[config.mk]
export PLATFORM = sky130hd
export DESIGN_NAME = pgrl_ctrl
export DESIGN_NICKNAME = d
export VERILOG_FILES = /design/src/design/pgrl_pkg.sv /design/src/design/pgrl_ctrl.sv
export VERILOG_INCLUDE_DIRS = /design/src /design/src/design
export SDC_FILE = /design/constraint.sdc
export NUM_CORES = 1
export LEC_CHECK = 0
export BUFFER_PORTS_ARGS = -buffer_cell sky130_fd_sc_hd__buf_2
export CELL_PAD_IN_SITES_DETAIL_PLACEMENT = 0
export CELL_PAD_IN_SITES_GLOBAL_PLACEMENT = 1
export CORE_MARGIN = 4
export CORE_UTILIZATION = 29
export DETAILED_ROUTE_END_ITERATION = 8
export GPL_ROUTABILITY_DRIVEN = 0
export PLACE_DENSITY_LB_ADDON = 0.1
export RECOVER_POWER = 50
export SETUP_SLACK_MARGIN = 0.1
export SYNTH_ARGS = -nofsm -noshare
export SYNTH_HDL_FRONTEND = slang
export SYNTH_SLANG_ARGS = --single-unit
export TNS_END_PERCENT = 100
[constraint.sdc]
create_clock -name clk_i -period 1.9 [get_ports clk_i]
set_input_delay 0.095 -clock clk_i [delete_from_list [all_inputs] [get_ports clk_i]]
set_output_delay 0.095 -clock clk_i [all_outputs]
set_load 0.01 [all_outputs]
[src/design/path_guided_row_leveling_unit_defines.svh]
// Assertion macros for the row leveling unit.
`ifndef PATH_GUIDED_ROW_LEVELING_UNIT_DEFINES_SVH
`define PATH_GUIDED_ROW_LEVELING_UNIT_DEFINES_SVH
`ifndef NO_ASSERTIONS
`define PGRL_ASSERT(lbl, clk, rstn, prop, msg) \
  lbl: assert property (@(posedge clk) disable iff (!rstn) (prop)) else $error(msg);
`define PGRL_ASSERT_NR(lbl, clk, prop, msg) \
  lbl: assert property (@(posedge clk) (prop)) else $error(msg);
`else
`define PGRL_ASSERT(lbl, clk, rstn, prop, msg)
`define PGRL_ASSERT_NR(lbl, clk, prop, msg)
`endif
`endif

[src/design/pgrl_pkg.sv]
package pgrl_pkg;
  localparam int DefMaxWidth    = 1024;
  localparam int DefMaxHeight   = 1024;
  localparam int DefMaxLines    = 18;
  localparam int DefMaxWindow   = 128;
  localparam int DefFracBits    = 16;

  localparam logic [1:0] CMD_LOAD  = 2'd0;
  localparam logic [1:0] CMD_PIXEL = 2'd1;
  localparam logic [1:0] CMD_DRAIN = 2'd2;

  localparam logic [1:0] REG_WIDTH  = 2'd0;
  localparam logic [1:0] REG_HEIGHT = 2'd1;
  localparam logic [1:0] REG_THICK  = 2'd2;
  localparam logic [1:0] REG_LINES  = 2'd3;

  typedef enum logic [3:0] {
    ST_IDLE,
    ST_LOAD,
    ST_WIN_START,
    ST_WIN_DIV,
    ST_WIN_STORE,
    ST_PIX_RD,
    ST_PIX_WT,
    ST_PIX_ACC,
    ST_MEAN_DIV,
    ST_MEAN_ADD,
    ST_OUT
  } state_e;

  // controller -> datapath
  typedef struct packed {
    logic capture;     // latch input beat
    logic do_load;     // write line table
    logic win_init;    // start window pass
    logic win_start;   // start division for current line
    logic div_step;    // one divider step
    logic win_store;   // store window, advance line
    logic pix_rd;      // read row buffer, start weight scan
    logic wt_step;     // count one line
    logic pix_acc;     // accumulate, write row buffer, make result
    logic mean_start;  // start mean division
    logic mean_add;    // add mean into correction
    logic drain_emit;  // make drain result, advance counters
    logic out_load;    // load output register
    logic out_take;    // output beat taken
  } pgrl_cmd_t;

  // datapath -> controller
  typedef struct packed {
    logic pix_ok;      // pixel item is in range
    logic drain_ok;    // drain item is in range
    logic need_win;    // pixel starts a row with r > 0
    logic has_result;  // pixel in row > 0
    logic row_end;     // pixel closes the row
    logic need_mean;   // row end in a row > 0, with weight
    logic win_done;    // all lines processed
    logic win_active;  // current line takes part
    logic div_done;    // divider finished
    logic wt_done;     // weight scan finished
    logic out_busy;    // output register full and not taken
  } pgrl_sts_t;
endpackage

[src/design/pgrl_ctrl.sv]
`include "path_guided_row_leveling_unit_defines.svh"
module pgrl_ctrl (
  input  logic                clk_i,
  input  logic                rst_ni,
  input  logic                s_tvalid_i,
  input  logic [1:0]          cmd_i,
  output logic                s_tready_o,
  input  pgrl_pkg::pgrl_sts_t sts_i,
  output pgrl_pkg::pgrl_cmd_t cmd_o
);
  import pgrl_pkg::*;

  state_e state_q, state_d;
  logic   mean_q, mean_d;
  logic   acc;

  assign acc = s_tvalid_i && s_tready_o;

  always_ff @(posedge clk_i or negedge rst_ni) begin
    if (!rst_ni) begin
      state_q <= ST_IDLE;
      mean_q  <= 1'b0;
    end else begin
      state_q <= state_d;
      mean_q  <= mean_d;
    end
  end

  // The row-end mean is folded in only after the row's last beat is loaded into the output
  // register, so that beat still carries the old correction.
  always_comb begin
    state_d = state_q;
    mean_d  = mean_q;
    unique case (state_q)
      ST_IDLE: begin
        if (acc) begin
          if (cmd_i == CMD_LOAD) state_d = ST_LOAD;
          else if (cmd_i == CMD_PIXEL || cmd_i == CMD_DRAIN) state_d = ST_PIX_RD;
        end
      end
      ST_LOAD: state_d = ST_IDLE;
      ST_PIX_RD: begin
        if (!sts_i.pix_ok && !sts_i.drain_ok) state_d = ST_IDLE;
        else if (sts_i.drain_ok) state_d = ST_OUT;
        else if (sts_i.need_win) state_d = ST_WIN_START;
        else state_d = ST_PIX_WT;
      end
      ST_WIN_START: begin
        if (sts_i.win_done) state_d = ST_PIX_WT;
        else if (sts_i.win_active) state_d = ST_WIN_DIV;
        else state_d = ST_WIN_STORE;
      end
      ST_WIN_DIV:   if (sts_i.div_done) state_d = ST_WIN_STORE;
      ST_WIN_STORE: state_d = ST_WIN_START;
      ST_PIX_WT:    if (sts_i.wt_done) state_d = ST_PIX_ACC;
      ST_PIX_ACC: begin
        mean_d = sts_i.need_mean;
        if (sts_i.has_result) state_d = ST_OUT;
        else state_d = ST_IDLE;
      end
      ST_MEAN_DIV:  if (sts_i.div_done) state_d = ST_MEAN_ADD;
      ST_MEAN_ADD: begin
        mean_d = 1'b0;
        state_d = ST_IDLE;
      end
      ST_OUT: begin
        if (!sts_i.out_busy) state_d = mean_q ? ST_MEAN_DIV : ST_IDLE;
      end
      default:      state_d = ST_IDLE;
    endcase
  end

  always_comb begin
    cmd_o = '0;
    s_tready_o = 1'b0;
    unique case (state_q)
      ST_IDLE: begin
        s_tready_o = 1'b1;
        cmd_o.capture = acc;
      end
      ST_LOAD: cmd_o.do_load = 1'b1;
      ST_PIX_RD: begin
        cmd_o.pix_rd = 1'b1;
        cmd_o.win_init = sts_i.pix_ok && sts_i.need_win;
      end
      ST_WIN_START: cmd_o.win_start = !sts_i.win_done && sts_i.win_active;
      ST_WIN_DIV:   cmd_o.div_step = 1'b1;
      ST_WIN_STORE: cmd_o.win_store = 1'b1;
      ST_PIX_WT:    cmd_o.wt_step = 1'b1;
      ST_PIX_ACC: begin
        cmd_o.pix_acc = 1'b1;
        cmd_o.mean_start = sts_i.need_mean;
      end
      ST_MEAN_DIV:  cmd_o.div_step = 1'b1;
      ST_MEAN_ADD:  cmd_o.mean_add = 1'b1;
      ST_OUT: begin
        cmd_o.out_load = !sts_i.out_busy;
        cmd_o.drain_emit = !sts_i.out_busy && sts_i.drain_ok;
      end
      default: ;
    endcase
  end

  `PGRL_ASSERT(a_rdy_idle, clk_i, rst_ni, s_tready_o |-> state_q == ST_IDLE,
               "ready outside idle")
  `PGRL_ASSERT(a_load_ret, clk_i, rst_ni, state_q == ST_LOAD |=> state_q == ST_IDLE,
               "load did not return")
  `PGRL_ASSERT(a_out_wait, clk_i, rst_ni,
               (state_q == ST_OUT && sts_i.out_busy) |=> state_q == ST_OUT,
               "left output state while busy")
endmodule

After elaboration in Yosys (flattened, before gate mapping) --
Index checks and enable logic that the tools add are counted.
Operators by class: eq/ne operators 18, muxes and demuxes 28, reduce and logical (&&, ||, !) cells 15
Operator list (number):
- $mux 4 | 11
- $pmux 4 s9 | 1
- $eq 4x3->1 const B | 4
- $eq 4x4->1 const B | 3
- $mux 1 | 10
- $ne 2x2->1 const B | 5
- $mux 3 | 3
- $eq 4x2->1 const B | 2
- $reduce_and 6->1 | 1
- $logic_and 1x1->1 | 5
- $eq 4x1->1 const B | 1
- $logic_not 1->1 | 4
- $logic_not 4->1 | 1
- $mux 2 | 2
- $ne 3x3->1 const B | 1
- $eq 2x1->1 const B | 1
- $eq 2x2->1 const B | 1
- $logic_not 2->1 | 1
- $pmux 1 s2 | 1
- $reduce_bool 2->1 | 1
- $reduce_or 2->1 | 1
- $logic_or 1x1->1 | 1
Word-level totals: flip-flop bits (word level) 5, bits of input ports 16, output and inout port bits 15

Logic depth before layout (Yosys ltp) --
Gate-level depths: netlist of the first run.
depth after elaboration 6, mapped depth 6

Least setup slack after synthesis of the first run --
OpenSTA, ideal clock, no wires.
path type register to register, from register state_q[3], to register state_q[3], library setup time 0.121 ns, arrival 1.419 ns, required time 1.779 ns, setup slack 0.360 ns, stages on the path, launching flop included 6, period minus slack after synthesis 1.540 ns, cells stage by stage dfrtp_1 buf_4 nor4_2 nand2_1 and3_4 o22a_1
On the way: word-level cells in the longest chain between the ends 5
RTL lines:
- from (decl) | line pgrl_ctrl.sv:13 | state_e state_q, state_d;
- from (signal assigned) | line pgrl_ctrl.sv:24 | state_q <= state_d;
- $logic_not 4->1 | line pgrl_ctrl.sv:76 | unique case (state_q)
- $mux 1 | line pgrl_ctrl.sv:76
- via s_tready_o | line pgrl_ctrl.sv:7 | output logic s_tready_o,
- $logic_and 1x1->1 | line pgrl_ctrl.sv:17 | assign acc = s_tvalid_i && s_tready_o;
- $ne 2x2->1 (no source line)
- $reduce_and 6->1 (no source line)
The timed path passes the listed nets, and every way through them passes these cells. A chain may end at the register's enable or synchronous reset.

Worst setup path after layout of the first run --
from register state_q[3], to register state_q[1]
On the way: word-level cells in the longest chain between the ends 5
RTL lines (line):
- $logic_not 4->1 | pgrl_ctrl.sv:34, pgrl_ctrl.sv:76
- $mux 1 | pgrl_ctrl.sv:76
- $logic_and 1x1->1 | pgrl_ctrl.sv:17
- $ne 2x2->1 (no source line)
- $reduce_and 6->1 (no source line)
Parallel ways exist; a longest one is shown, timed or not.

==> impl_summary.log, run 1 <==
[metrics] Yosys warnings: 0
[metrics] reg2reg end: state_q[1]$_DFFE_PN0P_
[metrics] pre-CTS setup slack: 0.210 ns
[metrics] effective utilization at floorplan: 31.8%
[metrics] number of top-level pins: 31
[metrics] Distinct cells, synth: 36
[metrics] arithmetic-cell share of the synthesized area counting full adders, half adders and majority gates: 0%
[metrics] Min Clock Period, post-route: 1.69 ns
[metrics] R2R cell count: 4
[metrics] main combinational cell family by area after synthesis: simple AND/OR/NAND/NOR gates
[metrics] asr flop ratio synth: 100%
[metrics] number of nets still failing antenna checks after routing: 0
[metrics] post-synth design cell area: 567 sq um
[metrics] total of flip-flops plus latches after synthesis: 5
[metrics] total wire length after detailed routing: 1640 um
[metrics] terminating pin of the worst hold path: state_q[0]$_DFFE_PN0P_
[metrics] Worst Tran Pin Value: 0.535 ns
[metrics] register clock-pin slew on the reported worst setup and hold paths: 0.04 ns
[metrics] detailed-placement wirelength estimate: 1310 um
[metrics] xor/xnor cell area share of the yosys netlist: 0%
[metrics] largest net degree at the start of global routing: 13
[metrics] Post-Synthesis Net Count: 90
[metrics] classification of the worst-slack hold path: input pin to flop
[metrics] vias in the first global route: 602
[metrics] maximum single-stage delay on the critical path: 0.58 ns
[metrics] startpoint-to-endpoint class of the critical path: flop to flop
[metrics] Mapped Cells: 74
[metrics] Mapped Avg Cell Area: 7.66 sq um
[metrics] deepest level of the CTS H-tree: 1
[metrics] R2R Setup Slk: 0.21 ns
[metrics] drt via density: 4.70
[metrics] buffers and inverters on the worst path: 0
[metrics] Final setup violation count: 0
[metrics] CP arrival: 1.81 ns
[metrics] commonest non-fill, non-tap cell in the layout: sky130_fd_sc_hd__buf_2
[metrics] power density cells: 1380 nW/um^2
[metrics] first-pass iteration count of the detailed router: 3
[metrics] synthesized-area fraction occupied by ao, oa, aoi and oai cells: 25.8%
[metrics] first-pass GRT wire length: 2700 um
[metrics] Routed WL per cell: 12.8 um
[metrics] Die Span X: 52.2 um
[metrics] initial antenna violation count: 0
[metrics] leftover overflow at the end of global routing: 0
[metrics] number of buffers inserted by port buffering: 28
[metrics] all-layer global routing usage: 13.1%
[metrics] endpoint class of the critical path: flop
[metrics] Root Driver: sky130_fd_sc_hd__clkbuf_4
[metrics] cell depth of the worst min-delay path: 2
[metrics] Clock Path Buffers: 2
[metrics] unrepaired setup endpoints after global routing: no
[metrics] critical hold path startpoint: sts_i[2]
[metrics] basic-gate share of the synthesized area counting and, or, nand and nor cells: 38.2%
[metrics] Sink Count: 5
[metrics] post-route clock skew: 0.00235 ns
[metrics] via count: 601
[metrics] CP required: 2.02 ns
[metrics] count of unresolved DRC violations after routing: 0
[metrics] # fillers: 213
[metrics] Vert. Die Dim: 52.2 um
[metrics] maximum fanout along the worst path: 12
[metrics] CTS tree: built
[metrics] Total Negative Setup Slacks: 0 ns
[metrics] antenna diode count: 0
[metrics] PnR worst setup slack: 0.210 ns
[metrics] die outline area: 2730 sq um
[metrics] site row count: 15
[metrics] chain of cells forming the critical path: and3b_2 -> o21ai_2 -> o311ai_1 -> a221o_1
[metrics] count of final hold-check violations: 0
[metrics] Max Cap Viol: 0
[metrics] share of post-route cells with drive strength above 1: 35.0%
[metrics] Crit path max-delay family: compound AO/OA/AOI/OAI gates
[metrics] area taken by flip-flops and latches: 125 sq um
[metrics] leakage power total: 0.000345 uW
[metrics] number of enable flip-flop cells after synthesis: 0
[metrics] commonest cells after routing, fill and taps aside: 21 x sky130_fd_sc_hd__buf_2, 9 x sky130_fd_sc_hd__nor2_1, 8 x sky130_fd_sc_hd__clkbuf_1
[metrics] worst voltage drop across the vdd grid: 458 uV
[metrics] layout overhead on the synthesized area: 28.5%
[metrics] Critical R2R Launch: state_q[3]$_DFFE_PN0P_
[metrics] worst-path cell with the longest stage delay: sky130_fd_sc_hd__dfrtp_1
[metrics] area occupied by multi-input gates: 367 sq um
[metrics] count of routing violations after the opening detailed-route iteration: 11
[metrics] kind of start point of the critical path: flop
[metrics] proportion of synthesized area in mux cells: 0%
[metrics] run status: finished clean
[metrics] max-slew violations: 0
[metrics] final net count: 120
[metrics] final critical-path share of the clock period: 88.9%
[metrics] cts bufs inserted: 3
[metrics] leading register cell type out of synthesis: sky130_fd_sc_hd__dfrtp_1
[metrics] Max transition margin: 63.8%
[metrics] number of gates resized after cts: 0
[metrics] highest clock rate: 592 MHz
[metrics] area of the core: 1780 sq um
[metrics] share of the yosys chip area belonging to registers: 22.1%
[metrics] source-to-sink clock delay at the later pin of the worst-skew pair: 0.24 ns
## power breakdown
part           total, uW  internal (uW)  switching (uW)
Combinational        607            296             312
Clock                121           79.3            42.0
Sequential           276            155             120
Total               1000            530             474
## registers in the layout (all words and copies together) (netlist names)
| register | cells |
|---|---|
| mean_q | 1 |
| state_q | 4 |
## synthesized netlist by cell type (all sizes together) (2+ instances only)
master | n | area [sq um]
dfrtp | 5 | 125
and3 | 2 | 17.5
nand2 | 7 | 26.3
buf | 6 | 56.3
nand2b | 6 | 45.0
nor3 | 3 | 15.0
a21oi | 3 | 15.0
nor4 | 2 | 18.8
and2 | 2 | 12.5
inv | 4 | 15.0
o311ai | 2 | 17.5
o21ai | 4 | 23.8
nor2 | 9 | 33.8
a211o | 2 | 18.8
nand3 | 2 | 10.0
o211ai | 2 | 15.0
## cell type report
cell class,count,area share (%)
clock buffers,4,3.61
inverters,4,2.06
multi-input cells,58,50.3
flip-flops and latches,5,17.2
well taps,25,4.30
repair buffers,32,22.5
## metal layers
layer | track usage (%) | wire [um] | part of all wire [%]
met1 | 18.0 | 794 | 48
met2 | 21.1 | 779 | 47
met3 | 2.85 | 71 | 4.3
met4 | 2.55 | 0 | 0
met5 | 0 | 0 | 0
## worst register-to-register path: cells and delay by family (launching register included)
family | cells | cell delay [ns]
AOI/OAI and AO/OA | 3 | 0.72
DFF | 1 | 0.58
and+or+nand+nor | 1 | 0.27
## worst max path at each step
stage	startpoint	cells past startpoint	endpoint	slack, ns
global placement	state_q[3]$_DFFE_PN0P_	4	state_q[1]$_DFFE_PN0P_	0.22
global route	state_q[3]$_DFFE_PN0P_	3	state_q[0]$_DFFE_PN0P_	0.11
floorplan	state_q[3]$_DFFE_PN0P_	5	state_q[3]$_DFFE_PN0P_	0.36
finish	state_q[3]$_DFFE_PN0P_	4	state_q[1]$_DFFE_PN0P_	0.21
detailed placement	state_q[3]$_DFFE_PN0P_	4	state_q[1]$_DFFE_PN0P_	0.21
CTS	state_q[3]$_DFFE_PN0P_	4	state_q[1]$_DFFE_PN0P_	0.22
## stage by stage
step                power (uW)  area, sq um  hold WS (ns)  instances  utilization, %
global placement           900          701       -0.0910        123            39.3
global route              1120          728        0.0784        128            40.8
finish                    1000          728        0.0764        128            40.8
CTS                       1030          737        0.0714        128            41.3
floorplan                  750          567        -0.201         74               -
detailed placement         897          701       -0.0905        123            39.3
## kinds of logic (layout without fill, tap and decap cells)
| family | Yosys count | in the layout |
|---|---|---|
| other | 1 | 1 |
| AOI/OAI and AO/OA | 20 | 20 |
| and+or+nand+nor | 37 | 37 |
| DFF | 5 | 5 |
| buffers and inverters | 11 | 40 |
## what timing repair did
| action | 4_1_cts | 5_1_grt |
|---|---|---|
| hold buffers | 1 | 0 |
| hold endpoints to repair | 5 | 0 |
| setup endpoints to repair | 0 | 0 |
| buffers inserted | 0 | 0 |
(Power assumes the default switching activity.)
==> run 2: changes to the inputs <==
CORE_UTILIZATION = 31   (was 29)
clock period = 2.2 ns   (was 1.9 ns; I/O delays follow)
==> impl_summary.log, run 2 (synthesis gave the netlist of run 1 again) <==
[metrics] run status: finished clean
[metrics] max-slew violations: 0 (unchanged)
[metrics] total wire length after detailed routing: 1550 um (-6.0%)
[metrics] Top reg by flops: state_q
[metrics] worst-path cell with the longest stage delay: sky130_fd_sc_hd__dfrtp_1
[metrics] largest net degree at the start of global routing: 14 (+1)
[metrics] critical hold path startpoint: sts_i[2]
[metrics] share of post-route cells with drive strength above 1: 32.7% (-2.3 points)
[metrics] maximum fanout along the worst path: 12 (unchanged)
[metrics] maximum single-stage delay on the critical path: 0.50 ns (-0.08 ns)
[metrics] antenna diode count: 0 (unchanged)
[metrics] final critical-path share of the clock period: 78.7% (-10 points)
[metrics] power density cells: 1170 nW/um^2 (-15%)
[metrics] all-layer global routing usage: 12.6% (-0.52 points)
[metrics] classification of the worst-slack hold path: input pin to flop
[metrics] highest clock rate: 578 MHz (-2.4%)
[metrics] final cell count without fillers: 126 (-1.6%)
[metrics] largest registers: state_q: 4 flops, mean_q: 1 flops
[metrics] number of gates resized after cts: 0 (unchanged)
[metrics] number of flip-flops in the largest register: 4 (unchanged)
[metrics] detailed-placement wirelength estimate: 1220 um (-6.6%)
[metrics] leftover overflow at the end of global routing: 0 (unchanged)
[metrics] count of final hold-check violations: 0 (unchanged)
[metrics] Routed WL per cell: 12.3 um (-4.5%)
[metrics] number of top-level pins: 31 (unchanged)
[metrics] first-pass GRT wire length: 2450 um (-9.4%)
[metrics] die outline area: 2580 sq um (-5.5%)
[metrics] kind of start point of the critical path: flop
[metrics] area taken by flip-flops and latches: 125 sq um (unchanged)
[metrics] Clock Path Buffers: 2 (unchanged)
[metrics] count of routing violations after the opening detailed-route iteration: 10 (-1)
[metrics] CP required: 2.33 ns (+0.31 ns)
[metrics] endpoint class of the critical path: flop
[metrics] layout overhead on the synthesized area: 23.6%
[metrics] unrepaired setup endpoints after global routing: no
[metrics] startpoint-to-endpoint class of the critical path: flop to flop
[metrics] final net count: 118 (-1.7%)
[metrics] Critical R2R Launch: state_q[3]$_DFFE_PN0P_
[metrics] count of unresolved DRC violations after routing: 0 (unchanged)
[metrics] commonest cells after routing, fill and taps aside: 22 x sky130_fd_sc_hd__buf_2, 9 x sky130_fd_sc_hd__nor2_1, 7 x sky130_fd_sc_hd__nand2_1, 7 x sky130_fd_sc_hd__clkbuf_1, 6 x sky130_fd_sc_hd__nand2b_1
[metrics] Min Clock Period, post-route: 1.73 ns (+0.0409 ns)
[metrics] commonest non-fill, non-tap cell in the layout: sky130_fd_sc_hd__buf_2
[metrics] Root Driver: sky130_fd_sc_hd__clkbuf_4
[metrics] Die Span X: 50.8 um (-2.8%)
[metrics] Max transition margin: 62.9% (-0.88 points)
[metrics] effective utilization at floorplan: 32.8% (+1.0 points)
[metrics] CP Launch Point: state_q[3]$_DFFE_PN0P_
[metrics] leakage power total: 0.000335 uW (-2.9%)
[metrics] worst voltage drop across the vdd grid: 489 uV (+6.8%)
[metrics] cell count after placement: 121 (-1.6%)
[metrics] chain of cells forming the critical path: nand2b_1 -> or3_4 -> and3_4 -> o22a_1
[metrics] CTS tree: built
[metrics] Total Negative Setup Slacks: 0 ns (unchanged)
[metrics] drt via density: 4.95 (+5.5%)
[metrics] dpl cell area: 686 sq um (-2.1%)
[metrics] Sink Count: 5 (unchanged)
[metrics] via count: 624 (+3.8%)
[metrics] Crit path max-delay family: simple AND/OR/NAND/NOR gates
[metrics] Final setup violation count: 0 (unchanged)
[metrics] Vert. Die Dim: 50.8 um (-2.8%)
[metrics] Post-CTS Repair Setup Buffers: 0 (unchanged)
[metrics] number of nets still failing antenna checks after routing: 0 (unchanged)
[metrics] buffers and inverters on the worst path: 0 (unchanged)
[metrics] first-pass iteration count of the detailed router: 4 (+1)
[metrics] site row count: 15 (unchanged)
[metrics] deepest level of the CTS H-tree: 1 (unchanged)
[metrics] register clock-pin slew on the reported worst setup and hold paths: 0.04 ns (about the same)
[metrics] Max Cap Viol: 0 (unchanged)
[metrics] area occupied by multi-input gates: 353 sq um (-3.8%)
[metrics] source-to-sink clock delay at the later pin of the worst-skew pair: 0.25 ns (about the same)
[metrics] hold-fix buffers at CTS: 1 (unchanged)
[metrics] vias in the first global route: 571 (-5.1%)
[metrics] initial antenna violation count: 0 (unchanged)
[metrics] Worst Tran Pin Value: 0.548 ns (+0.0129 ns)
[metrics] post-route clock skew: 0.000781 ns (-0.00157 ns)
[metrics] area of the core: 1730 sq um (-3.2%)
[metrics] cts bufs inserted: 3 (unchanged)
[metrics] final non-filler cell area: 701 sq um (-3.8%)
[metrics] CP arrival: 1.86 ns (+0.05 ns)
[metrics] number of buffers inserted by port buffering: 28 (unchanged)
[metrics] # fillers: 203 (-4.7%)
==> run 2: layout make-up <==
class / instances / area share [%]
Sequential cell: 5 / 17.9
Multi-Input combinational cell: 58 / 50.4
Timing Repair Buffer: 30 / 21.4
Clock buffer: 4 / 3.75
Inverter: 4 / 2.14
Tap cell: 25 / 4.46
==> run 2: metrics by stage <==
step	utilization, %	hold slack (ns)	total power [uW]	worst slack, ns
global route	40.6	0.0973	895	0.383
floorplan	-	-0.186	648	0.660
global placement	39.7	-0.0759	754	0.481
detailed placement	39.7	-0.0698	741	0.507
CTS	41.8	0.0784	853	0.500
finish	40.6	0.0831	820	0.469
==> run 2: routing by layer <==
metal / track usage [%] / part of all wire, % / up-vias
met1: 16.0 / 44 / 292
met5: 0 / 0 / -
met2: 20.2 / 50 / 21
li1: - / - / 311
met4: 4.04 / 0 / 0
met3: 3.86 / 6.1 / 0
==> run 2: worst paths after layout <==
check | endpoint | slack [ns] | cells after the start
worst max-delay path | state_q[3]$_DFFE_PN0P_ | 0.47 | 4
worst min-delay path | state_q[0]$_DFFE_PN0P_ | 0.08 | 2
worst max register to register | state_q[3]$_DFFE_PN0P_ | 0.47 | 4
worst min register to register | mean_q$_DFFE_PN0P_ | 0.55 | 2
max in group asynchronous | state_q[3]$_DFFE_PN0P_ | 1.75 | 2
min in group asynchronous | state_q[2]$_DFFE_PN0P_ | 0.24 | 2
==> run 2: report_power, final <==
part | internal [uW] | leakage (uW) | total (uW) | switching [uW]
clock | 68.8 | 0.0000150 | 110 | 41.6
sequential | 134 | 0.0000640 | 233 | 98.4
combinational | 225 | 0.000256 | 477 | 251
total | 429 | 0.000335 | 820 | 391
